`src/imf_pkg.sv`:
```
// ----------------------------------------------------------------------------
// imf_pkg
// Shared constants, CORDIC arctangent table and saturation helper for the
// complementary attitude filter.
// ----------------------------------------------------------------------------
package imf_pkg;

  localparam int TAB_LEN          = 28;
  localparam int CORDIC_STEPS_DEF = 20;

  localparam logic signed [24:0] ANG_MAX  = 25'sd11796480;
  localparam logic signed [33:0] ANG_MAX34  = 34'sd11796480;
  localparam logic signed [33:0] ANG_FULL34 = 34'sd23592960;

  localparam logic [17:0] LPF_W  = 18'd13107;
  localparam logic [17:0] LPF_WC = 18'd52429;

  localparam logic [1:0] REG_BLEND = 2'd0;
  localparam logic [1:0] REG_STEP  = 2'd1;
  localparam logic [1:0] REG_SPIKE = 2'd2;
  localparam logic [1:0] REG_GUARD = 2'd3;

  // atan(2^-i) in Q7.24 degrees
  function automatic logic [30:0] atan_lut(input logic [4:0] i);
    logic [30:0] v;
    case (i)
      5'd0:  v = 31'd754974720;
      5'd1:  v = 31'd445687602;
      5'd2:  v = 31'd235489088;
      5'd3:  v = 31'd119537938;
      5'd4:  v = 31'd60000934;
      5'd5:  v = 31'd30029717;
      5'd6:  v = 31'd15018523;
      5'd7:  v = 31'd7509720;
      5'd8:  v = 31'd3754917;
      5'd9:  v = 31'd1877466;
      5'd10: v = 31'd938734;
      5'd11: v = 31'd469367;
      5'd12: v = 31'd234684;
      5'd13: v = 31'd117342;
      5'd14: v = 31'd58671;
      5'd15: v = 31'd29335;
      5'd16: v = 31'd14668;
      5'd17: v = 31'd7334;
      5'd18: v = 31'd3667;
      5'd19: v = 31'd1833;
      5'd20: v = 31'd917;
      5'd21: v = 31'd458;
      5'd22: v = 31'd229;
      5'd23: v = 31'd115;
      5'd24: v = 31'd57;
      5'd25: v = 31'd29;
      5'd26: v = 31'd14;
      5'd27: v = 31'd7;
      default: v = 31'd0;
    endcase
    return v;
  endfunction

  function automatic logic signed [24:0] sat_ang(input logic signed [36:0] v);
    logic signed [24:0] r;
    if (v > 37'(ANG_MAX)) r = ANG_MAX;
    else if (v < -37'(ANG_MAX)) r = -ANG_MAX;
    else r = v[24:0];
    return r;
  endfunction

endpackage

```
`src/imu_complementary_attitude_filter_top.sv`:
```
// ----------------------------------------------------------------------------
// imu_complementary_attitude_filter_top
// Six-axis complementary attitude filter on one shared multiplier, a bit-serial
// square root and an iterative CORDIC.
// ----------------------------------------------------------------------------
// One sample is handled in steps: the squares of the three accel axes, then for
// pitch and for roll a load, the square root and the CORDIC iterations, then the
// multiply steps and an output step, which waits while an earlier result is
// still held unaccepted. A new sample is taken only once the last one is done.
// The sample rate is set by the single shared multiplier and the one square
// root and CORDIC unit, used in turn for both angles. in_tready is high only
// while the block waits for a sample; a finished result sits in the output
// register while the next sample is accepted.
module imu_complementary_attitude_filter_top
  import imf_pkg::*;
#(
  parameter int CORDIC_STEPS = CORDIC_STEPS_DEF
) (
  input  logic         clk,
  input  logic         rst_n,
  input  logic         in_tvalid,
  output logic         in_tready,
  // accel_x, accel_y, accel_z, rate_x, rate_y, rate_z (16 bits each)
  input  logic [95:0]  in_tdata,
  output logic         out_tvalid,
  input  logic         out_tready,
  // pitch_angle[24:0], roll_angle[49:25], yaw_angle[74:50],
  // rate_z_smoothed[98:75], zero fill
  output logic [103:0] out_tdata,
  // spike_flag
  output logic         out_tuser,
  input  logic         cfg_wr_en,
  input  logic [1:0]   cfg_index,
  input  logic [31:0]  cfg_wdata
);

  localparam int CORD_N = (CORDIC_STEPS > TAB_LEN) ? TAB_LEN : CORDIC_STEPS;
  localparam logic [4:0] CORD_LAST = 5'(CORD_N - 1);

  localparam logic [2:0] ST_IDLE = 3'd0;
  localparam logic [2:0] ST_SQ   = 3'd1;
  localparam logic [2:0] ST_LOAD = 3'd2;
  localparam logic [2:0] ST_SQRT = 3'd3;
  localparam logic [2:0] ST_CORD = 3'd4;
  localparam logic [2:0] ST_MUL  = 3'd5;
  localparam logic [2:0] ST_DONE = 3'd6;

  logic [2:0] state_r;
  logic [4:0] cnt_r;
  logic       sel_r;

  logic [15:0] blend_w_r, spike_thr_r;
  logic [31:0] step_r;
  logic [30:0] guard_r;

  logic signed [15:0] ax_r, ay_r, az_r, gx_r, gy_r, gz_r;
  logic [30:0] sqx_r, sqy_r, sqz_r;

  logic signed [24:0] pitch_r, roll_r, yaw_r, hold_p_r, hold_r_r;
  logic signed [23:0] filt_r;
  logic signed [15:0] prev_r;
  logic               first_r;

  logic [47:0] rad_r;
  logic [25:0] rem_r;
  logic [23:0] root_r;
  logic signed [33:0] x_r, y_r;
  logic signed [32:0] z_r;
  logic signed [33:0] pg_r, rg_r;
  logic signed [52:0] acc_r;

  logic out_valid_r;
  logic [103:0] out_data_r;
  logic out_user_r;

  logic signed [33:0] mul_a;
  logic signed [17:0] mul_b;
  logic signed [51:0] mul_p;

  logic [31:0] sumsq;
  logic        guard_ok;
  logic [27:0] rem_sh, trial, rem_diff;
  logic        take_bit;
  logic [23:0] root_nxt;
  logic signed [33:0] xs, ys, x_nxt, y_nxt;
  logic signed [32:0] z_nxt, z_rnd;
  logic signed [15:0] num;
  logic signed [51:0] p_rnd;
  logic signed [33:0] inc;
  logic signed [52:0] acc_sum, acc_rnd;
  logic signed [33:0] yg, yw1, yw2;
  logic [16:0] w_c;
  logic signed [16:0] jump, jump_abs;

  assign mul_p = mul_a * mul_b;
  assign w_c   = 17'h10000 - {1'b0, blend_w_r};

  always_comb begin
    mul_a = '0;
    mul_b = '0;
    case (state_r)
      ST_SQ: begin
        case (cnt_r)
          5'd0:    begin mul_a = 34'(ax_r); mul_b = 18'(ax_r); end
          5'd1:    begin mul_a = 34'(ay_r); mul_b = 18'(ay_r); end
          default: begin mul_a = 34'(az_r); mul_b = 18'(az_r); end
        endcase
      end
      ST_MUL: begin
        case (cnt_r)
          5'd0: begin mul_a = {2'b00, step_r}; mul_b = 18'(gy_r); end
          5'd1: begin mul_a = {2'b00, step_r}; mul_b = 18'(gx_r); end
          5'd2: begin mul_a = {2'b00, step_r}; mul_b = 18'(gz_r); end
          5'd3: begin mul_a = 34'(hold_p_r); mul_b = {2'b00, blend_w_r}; end
          5'd4: begin mul_a = pg_r; mul_b = {1'b0, w_c}; end
          5'd5: begin mul_a = 34'(hold_r_r); mul_b = {2'b00, blend_w_r}; end
          5'd6: begin mul_a = rg_r; mul_b = {1'b0, w_c}; end
          5'd7: begin mul_a = {{10{gz_r[15]}}, gz_r, 8'd0}; mul_b = LPF_W; end
          default: begin mul_a = 34'(filt_r); mul_b = LPF_WC; end
        endcase
      end
      default: begin
        mul_a = '0;
        mul_b = '0;
      end
    endcase
  end

  always_comb begin
    sumsq    = sel_r ? ({1'b0, sqx_r} + {1'b0, sqz_r}) : ({1'b0, sqy_r} + {1'b0, sqz_r});
    guard_ok = sumsq > {1'b0, guard_r};
    num      = sel_r ? ay_r : ax_r;

    rem_sh   = {rem_r, rad_r[47:46]};
    trial    = {2'b00, root_r, 2'b01};
    take_bit = rem_sh >= trial;
    rem_diff = rem_sh - trial;
    root_nxt = {root_r[22:0], take_bit};

    xs = x_r >>> cnt_r;
    ys = y_r >>> cnt_r;
    if (!y_r[33] && (y_r != 34'sd0)) begin
      x_nxt = x_r + ys;
      y_nxt = y_r - xs;
      z_nxt = z_r + $signed({2'b00, atan_lut(cnt_r)});
    end else begin
      x_nxt = x_r - ys;
      y_nxt = y_r + xs;
      z_nxt = z_r - $signed({2'b00, atan_lut(cnt_r)});
    end
    z_rnd = z_nxt + 33'sd128;

    p_rnd   = mul_p + 52'sd32768;
    inc     = p_rnd[49:16];
    acc_sum = acc_r + 53'(mul_p);
    acc_rnd = acc_sum + 53'sd32768;

    yg  = 34'(yaw_r) + inc;
    yw1 = (yg > ANG_MAX34) ? (yg - ANG_FULL34) : yg;
    yw2 = (yw1 < -ANG_MAX34) ? (yw1 + ANG_FULL34) : yw1;

    jump     = 17'(gz_r) - 17'(prev_r);
    jump_abs = jump[16] ? -jump : jump;
  end

  assign in_tready  = (state_r == ST_IDLE);
  assign out_tvalid = out_valid_r;
  assign out_tdata  = out_data_r;
  assign out_tuser  = out_user_r;

  always_ff @(posedge clk) begin
    if (!rst_n) begin
      blend_w_r   <= 16'd1311;
      step_r      <= 32'd1309500;
      spike_thr_r <= 16'd1640;
      guard_r     <= 31'd1677;
    end else if (cfg_wr_en) begin
      case (cfg_index)
        REG_BLEND: blend_w_r   <= cfg_wdata[15:0];
        REG_STEP:  step_r      <= cfg_wdata;
        REG_SPIKE: spike_thr_r <= cfg_wdata[15:0];
        REG_GUARD: guard_r     <= cfg_wdata[30:0];
        default:   ;
      endcase
    end
  end

  always_ff @(posedge clk) begin
    if (!rst_n) begin
      state_r     <= ST_IDLE;
      cnt_r       <= '0;
      sel_r       <= 1'b0;
      out_valid_r <= 1'b0;
      pitch_r     <= '0;
      roll_r      <= '0;
      yaw_r       <= '0;
      hold_p_r    <= '0;
      hold_r_r    <= '0;
      filt_r      <= '0;
      prev_r      <= '0;
      first_r     <= 1'b1;
    end else begin
      if (out_valid_r && out_tready && (state_r != ST_DONE)) out_valid_r <= 1'b0;
      case (state_r)
        ST_IDLE: begin
          if (in_tvalid) begin
            ax_r    <= in_tdata[15:0];
            ay_r    <= in_tdata[31:16];
            az_r    <= in_tdata[47:32];
            gx_r    <= in_tdata[63:48];
            gy_r    <= in_tdata[79:64];
            gz_r    <= in_tdata[95:80];
            cnt_r   <= '0;
            sel_r   <= 1'b0;
            state_r <= ST_SQ;
          end
        end
        ST_SQ: begin
          case (cnt_r)
            5'd0:    sqx_r <= mul_p[30:0];
            5'd1:    sqy_r <= mul_p[30:0];
            default: sqz_r <= mul_p[30:0];
          endcase
          if (cnt_r == 5'd2) state_r <= ST_LOAD;
          cnt_r <= cnt_r + 5'd1;
        end
        ST_LOAD: begin
          rad_r   <= {sumsq[31:0], 16'd0};
          rem_r   <= '0;
          root_r  <= '0;
          cnt_r   <= '0;
          state_r <= ST_SQRT;
        end
        ST_SQRT: begin
          rem_r  <= take_bit ? rem_diff[25:0] : rem_sh[25:0];
          root_r <= root_nxt;
          rad_r  <= {rad_r[45:0], 2'b00};
          if (cnt_r == 5'd23) begin
            x_r     <= {4'd0, root_nxt, 6'd0};
            y_r     <= {{4{num[15]}}, num, 14'd0};
            z_r     <= '0;
            cnt_r   <= '0;
            state_r <= ST_CORD;
          end else begin
            cnt_r <= cnt_r + 5'd1;
          end
        end
        ST_CORD: begin
          x_r <= x_nxt;
          y_r <= y_nxt;
          z_r <= z_nxt;
          if (cnt_r == CORD_LAST) begin
            if (guard_ok) begin
              if (sel_r) hold_r_r <= z_rnd[32:8];
              else hold_p_r <= z_rnd[32:8];
            end
            cnt_r <= '0;
            if (sel_r) begin
              state_r <= ST_MUL;
            end else begin
              sel_r   <= 1'b1;
              state_r <= ST_LOAD;
            end
          end else begin
            cnt_r <= cnt_r + 5'd1;
          end
        end
        ST_MUL: begin
          case (cnt_r)
            5'd0: pg_r <= 34'(pitch_r) + inc;
            5'd1: rg_r <= 34'(roll_r) + inc;
            5'd2: yaw_r <= first_r ? 25'sd0 : sat_ang(37'(yw2));
            5'd3: acc_r <= 53'(mul_p);
            5'd4: pitch_r <= first_r ? hold_p_r : sat_ang(acc_rnd[52:16]);
            5'd5: acc_r <= 53'(mul_p);
            5'd6: roll_r <= first_r ? hold_r_r : sat_ang(acc_rnd[52:16]);
            5'd7: acc_r <= 53'(mul_p);
            default: filt_r <= first_r ? {gz_r, 8'd0} : acc_rnd[39:16];
          endcase
          if (cnt_r == 5'd8) state_r <= ST_DONE;
          cnt_r <= cnt_r + 5'd1;
        end
        ST_DONE: begin
          if (!out_valid_r || out_tready) begin
            out_valid_r <= 1'b1;
            out_data_r  <= {5'd0, filt_r, yaw_r, roll_r, pitch_r};
            out_user_r  <= first_r ? 1'b0 : (jump_abs > $signed({1'b0, spike_thr_r}));
            prev_r      <= gz_r;
            first_r     <= 1'b0;
            state_r     <= ST_IDLE;
          end
        end
        default: state_r <= ST_IDLE;
      endcase
    end
  end

endmodule

```
`config.mk`:
```
export PLATFORM = sky130hd
export DESIGN_NAME = imu_complementary_attitude_filter_top
export DESIGN_NICKNAME = d
export VERILOG_FILES = /design/src/imf_pkg.sv /design/src/imu_complementary_attitude_filter_top.sv
export SDC_FILE = /design/constraint.sdc
export NUM_CORES = 2
export LEC_CHECK = 0
export ABC_AREA = 1
export BUFFER_PORTS_ARGS = -buffer_cell sky130_fd_sc_hd__clkbuf_2
export CORE_UTILIZATION = 42
export CTS_CLUSTER_SIZE = 20
export DETAILED_ROUTE_END_ITERATION = 8
export GPL_ROUTABILITY_DRIVEN = 1
export HOLD_SLACK_MARGIN = 0.15
export SLEW_MARGIN = 0
export SYNTH_ARGS = -nofsm -noshare
export SYNTH_HDL_FRONTEND = slang
export SYNTH_SLANG_ARGS = --single-unit
```
`constraint.sdc`:
```
create_clock -name clk -period 32.4 [get_ports clk]
set_clock_uncertainty 0.15 [all_clocks]
set_input_delay 1.62 -clock clk [delete_from_list [all_inputs] [get_ports clk]]
set_output_delay 1.62 -clock clk [all_outputs]
set_load 0.03 [all_outputs]
```
== Yosys cells after proc, flatten, opt, wreduce, memory -nomap -nowiden ==
Memories as Yosys holds them, arrays and structs flattened. A register that Yosys moved wholly into a read port is not among the register bits.
Cells that the tools add are included.
Word-level totals
  flip-flop bits (word level): 879
  latch bits: 0
  memory bits (writable): 0
  memory bits (read-only): 1920
  word-level logic and storage cells: 202
  memories kept: 2
Memories
  (name not given): depth 32, width 30, read ports 1, clocked after Yosys merged registers in 1, write ports 0, line imf_pkg.sv:26  | case (i)
  (name not given): depth 32, width 30, read ports 1, clocked after Yosys merged registers in 1, write ports 0, line imf_pkg.sv:26
Operators by class
  $add $sub $neg: 22
  multiply operators: 1
  div/mod/pow operators: 0
  magnitude comparators: 9
  eq/ne operators: 26
  shift-type cells: 2
  muxes and demuxes: 56
  bitwise gates (word level): 3
  reductions and logical operators: 45
Operator list (number)
  34-bit one-hot mux with 2 select lines: 4
  34-bit 2-to-1 mux: 6
  34-bit one-hot mux with 6 select lines: 1
  25-bit 2-to-1 mux: 7
  18-bit one-hot mux with 6 select lines: 1
  25-bit by 34-bit adder with 34-bit output: 3
  48-bit one-hot mux with 2 select lines: 1
  18-bit one-hot mux with 2 select lines: 2
  34-bit adder: 2
  34-bit by 25-bit > comparator with 1-bit output (second input constant): 2
  34-bit by 25-bit less-than comparator with 1-bit output (second input constant): 2
  34-bit by 5-bit >>> shifter with 34-bit output: 2
  34-bit subtractor: 2
  33-bit 2-to-1 mux: 2
  33-bit one-hot mux with 2 select lines: 1
  31-bit by 31-bit adder with 32-bit output: 2
  31-bit 2-to-1 mux: 2
  52-bit by 52-bit adder with 53-bit output: 1
  53-bit by 17-bit adder with 53-bit output (second input constant): 1
  34-bit by 18-bit multiplier with 52-bit output: 1
  26-bit one-hot mux with 2 select lines: 1
  50-bit by 17-bit adder with 50-bit output (second input constant): 1
  24-bit one-hot mux with 2 select lines: 1
  37-bit by 25-bit > comparator with 1-bit output (second input constant): 1
  54 further kinds: 115

== Logic depth before layout (Yosys ltp) ==
  depth after elaboration: 15
  mapped depth: 99
  mapped depth without buffers: 97

== Least setup slack after synthesis ==
No wires, ideal clock.
  path kind: reg2reg
  from: reg cnt_r[1]
  to: reg yaw_r[4]
  setup time: 0.070 ns
  arrival: 13.742 ns
  data required time: 32.180 ns
  setup slack: 18.438 ns
  stages on the path, launching flop included: 86
  path buffers: 9
  period minus slack after synthesis: 13.962 ns
  cell sequence: dfxtp_1 clkbuf_1 inv_2 buf_2 buf_2 clkbuf_1 ha_1 inv_1 nor2_2 nand2_1 nand2_1 inv_1 nand2_2 nor3_2 buf_6 nor2_4 inv_1 buf_1 [... 50 more ...] nand2_2 ha_1 nand2_1 nand3_2 nand2_1 nand2_1 nand2_1 nand2_1 nand2_1 nand2_1 nor2_1 nand2_1 nor2_2 nand2_2 nand2_4 buf_6 nand4_1 a21oi_1
On the way
  longest elaborated chain between the ends: 15
  elaborated cells between the ends (all ways): 32
RTL lines
  from (decl): line imu_complementary_attitude_filter_top.sv:49  | logic [4:0] cnt_r;
  from (signal assigned): line imu_complementary_attitude_filter_top.sv:225  | cnt_r <= cnt_r + 5'd1;
  from (signal assigned): line imu_complementary_attitude_filter_top.sv:245  | cnt_r <= cnt_r + 5'd1;
  from (signal assigned): line imu_complementary_attitude_filter_top.sv:265  | cnt_r <= cnt_r + 5'd1;
  5-bit by 2-bit equality test with 1-bit output, or another cell as far along: line imu_complementary_attitude_filter_top.sv:110  | case (cnt_r)
  3-bit OR reduction (no source line) / 2-bit OR reduction (equally long branches)
  34-bit one-hot mux with 6 select lines / 18-bit one-hot mux with 6 select lines (equally long branches): line imu_complementary_attitude_filter_top.sv:110
  34-bit one-hot mux with 2 select lines / 18-bit one-hot mux with 2 select lines (equally long branches): line imu_complementary_attitude_filter_top.sv:101  | case (state_r)
  34-bit by 18-bit multiplier with 52-bit output (*): line imu_complementary_attitude_filter_top.sv:95  | assign mul_p = mul_a * mul_b;
  named net mul_p[17]: line imu_complementary_attitude_filter_top.sv:78  | logic signed [51:0] mul_p;
  50-bit by 17-bit adder with 50-bit output (*): line imu_complementary_attitude_filter_top.sv:153  | p_rnd = mul_p + 52'sd32768;
  25-bit by 34-bit adder with 34-bit output (*): line imu_complementary_attitude_filter_top.sv:158  | yg = 34'(yaw_r) + inc;
  34-bit by 26-bit subtractor with 34-bit output / 34-bit by 25-bit > comparator with 1-bit output (equally long branches): line imu_complementary_attitude_filter_top.sv:159  | yw1 = (yg > ANG_MAX34) ? (yg - ANG_FULL34) : yg;
  34-bit 2-to-1 mux (*): line imu_complementary_attitude_filter_top.sv:159
  34-bit by 26-bit adder with 34-bit output / 34-bit by 25-bit less-than comparator with 1-bit output (equally long branches): line imu_complementary_attitude_filter_top.sv:160  | yw2 = (yw1 < -ANG_MAX34) ? (yw1 + ANG_FULL34) : yw1;
  34-bit 2-to-1 mux (*): line imu_complementary_attitude_filter_top.sv:160
  34-bit by 25-bit less-than comparator with 1-bit output: line imf_pkg.sv:63  | else if (v < -37'(ANG_MAX)) r = -ANG_MAX;
  25-bit 2-to-1 mux: line imf_pkg.sv:63
  25-bit 2-to-1 mux (*): line imf_pkg.sv:62  | if (v > 37'(ANG_MAX)) r = ANG_MAX;
  25-bit 2-to-1 mux (*): line imu_complementary_attitude_filter_top.sv:272  | 5'd2: yaw_r <= first_r ? 25'sd0 : sat_ang(37'(yw2));
  to (signal assigned): line imu_complementary_attitude_filter_top.sv:272
  to (decl): line imu_complementary_attitude_filter_top.sv:59  | logic signed [24:0] pitch_r, roll_r, yaw_r, hold_p_r, hold_r_r;
Mark *: on every way through the listed nets, which the timed path passes. The rest lies on a longest branch.
A chain may end at the register's enable or synchronous reset.

== Worst setup path in the final report ==
  from: reg cnt_r[1]
  to: reg yaw_r[9]
The elaborated chain is that of the path after synthesis.

==> flow_metrics.py <==
metrics = {
    "global_route": {
        "grt_max_degree": 114,
        "globalRouteMet2Util": 0.4926,
        "use_met3": 0.03954,
        "gr-usage-met1": 0.3624,
        "globalRouteTotalUtil": 0.2956,
        "grt_antenna_before_repair": 9,
        "grt_pass1_vias": 70310,
        "grt_pass1_wl_um": 439300,
        "grt_busiest_layer": "met2",
        "gr-total-overflow": 0,
    },
    "worst_setup_path": {
        "path_class": "reg2reg",
        "crit_path_frequent_cell": "inv_1",
        "reg2reg_from": "cnt_r[1]",
        "critPathSlowestCell": "xor2_1",
        "path_max_fanout": 62,
        "crit_path_end_kind": "flop",
        "crit_path_max_incr_delay_ns": 0.87,
        "worstSetupStartpoint": "cnt_r[1]",
        "r2r_cells": 83,
        "cp.arrival_ns": 20.09,
        "setup.worst_path.start_class": "flop",
        "crit_required_ns": 32.92,
    },
    "cts": {
        "hold_buffers": 0,
        "clk_pin_slew_ns": 0.06,
        "clock_tree.buffer_depth": 3,
        "cts_resized": 0,
        "cts.sinks": 893,
        "clk_latency_ns": 0.77,
        "htreeDepth": 3,
        "root_buffer": "clkbuf_16",
        "post-cts-setup-buffer-count": 0,
        "cts_buffers": 101,
        "cts_tree": "yes",
    },
    "detailed_routing": {
        "drt-pass1-iter-count": 9,
        "drtIter0Drc": 6190,
        "drc": 2,
        "wl_per_cell_um": 22.42,
        "via_per_inst": 5.415,
        "vias": 71330,
        "wl_um": 295300,
        "ant_nets": 0,
    },
    "synthesis": {
        "yosysUniqueCellTypes": 70,
        "async_flop_share": 0,
        "synth-edff-count": 592,
        "yosysMostFrequentCell": "nand2_1",
        "synth.top_cells.by_area": "edfxtp_1 22%, fa_1 15%, nand2_1 11%",
        "syn_area_per_cell_um2": 7.833,
        "yosysSeqAreaShare": 0.2911,
        "synth_common_cells": "2339 x nand2_1, 1844 x inv_1, 801 x a21oi_1",
        "ys.warnings.count": 0,
        "synth_top_area_cell": "edfxtp_1",
        "synthCells": 10440,
        "synth_ff_type": "edfxtp_1",
        "synthesis.area_um2": 81780,
        "yosysTopAreaCellShare": 0.2174,
        "synth_seq_cells": 893,
    },
    "cells_and_area": {
        "nFillCells": 19270,
        "syn_to_final_growth_pct": 8.926,
        "fin_nets": 11850,
        "drive_gt1_frac": 0.06417,
    },
    "die": {
        "ios": 242,
        "die_h_um": 443.3,
        "rows": 161,
        "core_um2": 193000,
        "die_w_um": 443.3,
        "die-area_um2": 196500,
        "start_util": 0.4237,
    },
    "sta": {
        "slew_violations": 0,
        "setup_viol": 0,
        "rsz0062_at_grt": "no",
        "fin_crit_sh": 0.6040,
        "tightest_slew_ns": 1.380,
        "hold_viol": 0,
        "max_slew_margin": 0.07571,
        "finalSetupTns_ns": 0,
        "period_needed_ns": 19.57,
        "fmax_mhz": 51.10,
    },
    "hold_path": {
        "hold_depth": 2,
        "hold_class": "reg2reg",
        "hp-start": "prev_r[7]",
    },
    "run_status": {
        "status": "finished, violations left",
        "violations": "design-rule violations",
    },
    "placed_design": {
        "hpwl_um": 236400,
        "port_buffers": 236,
        "routabilityCongestion": 1.011,
    },
    "flow_run": {
        "cap_violations": 0,
    },
}
==> per-layer routing <==
metal | vias up | wire, um
met1 | 34410 | 116900
li1 | 33850 | -
met4 | 2 | 20760
met5 | - | 15
met3 | 567 | 18180
met2 | 2505 | 139500
==> stage by stage <==
stage,setup slack (ns),util,std cells,cell area (um^2),hold slack [ns]
after global placement,13.40,0.4442,12980,85710,0.2963
after detailed placement,13.12,0.4442,12980,85710,0.3041
after global routing,11.37,0.4615,13170,89070,0.3279
after floorplan,18.44,-,10440,81790,0.2752
after CTS,13.05,0.4615,13170,89070,0.3121
final,12.83,0.4616,13170,89080,0.3090
==> path summary, 6_finish.rpt <==
kind,endpoint,slack (ns)
setup / recovery,yaw_r[9],12.83
hold / removal,prev_r[7],0.31
setup reg to reg,yaw_r[9],12.83
hold reg to reg,prev_r[7],0.31
==> cell families (layout without fill, tap and decap cells) <==
kind of cell    Yosys count  count (layout)  synth area share
compound gates         1800            1800            0.1225
xor+xnor                441             441           0.04732
fa+ha+maj              1160            1160            0.2319
buf+inv                2219            2418            0.1033
flops                   893             893            0.2911
mux                      65              65          0.007956
other cells               1               9        0.00004586
simple gates           3861            3861            0.1959
==> area by class of cell <==
class | instances | area (um^2) | area share
antenna | 4 | 10.01 | 0.0001124
clock buffer | 138 | 2856 | 0.03207
clock inverter | 53 | 495.5 | 0.005562
inverter | 1875 | 7042 | 0.07905
multi-input combinational | 7332 | 49650 | 0.5574
sequential | 893 | 23810 | 0.2673
tap | 2526 | 3161 | 0.03548
timing repair buffer | 352 | 2058 | 0.02311
==> critical path, delay by kind of cell, from the launching register on <==
family,cells,cell delay (ns)
AO/OA/AOI/OAI,5,1.06
XOR/XNOR,2,1.05
adder cells (fa/ha/maj),9,4.03
buffers and inverters,23,4.67
flip-flops,1,0.29
AND/OR/NAND/NOR,44,8.05
==> registers in the layout (all words and copies together) (netlist names), 26 cells and up, named ones only <==
name / count
out_tdata: 99
acc_r: 52
pg_r: 34
rg_r: 34
x_r: 34
y_r: 34
z_r: 33
rad_r: 32
step_r: 32
guard_r: 31
sqx_r: 31
sqy_r: 31
sqz_r: 31
rem_r: 26
==> placed cells by master (no fill, tap or decap), types with 116 or more instances in the layout <==
master / instances
clkbuf_2: 235
a21oi_1: 799
nor2_1: 763
edfxtp_1: 592
nand3_1: 347
xor2_1: 301
nand2_1: 2338
o21ai_0: 613
buf_4: 116
fa_1: 593
dfxtp_1: 298
inv_1: 1839
ha_1: 567
xnor2_1: 139
Power is not shown: default switching activity piles up to over one toggle a cycle in this logic, so the estimate is an artifact.
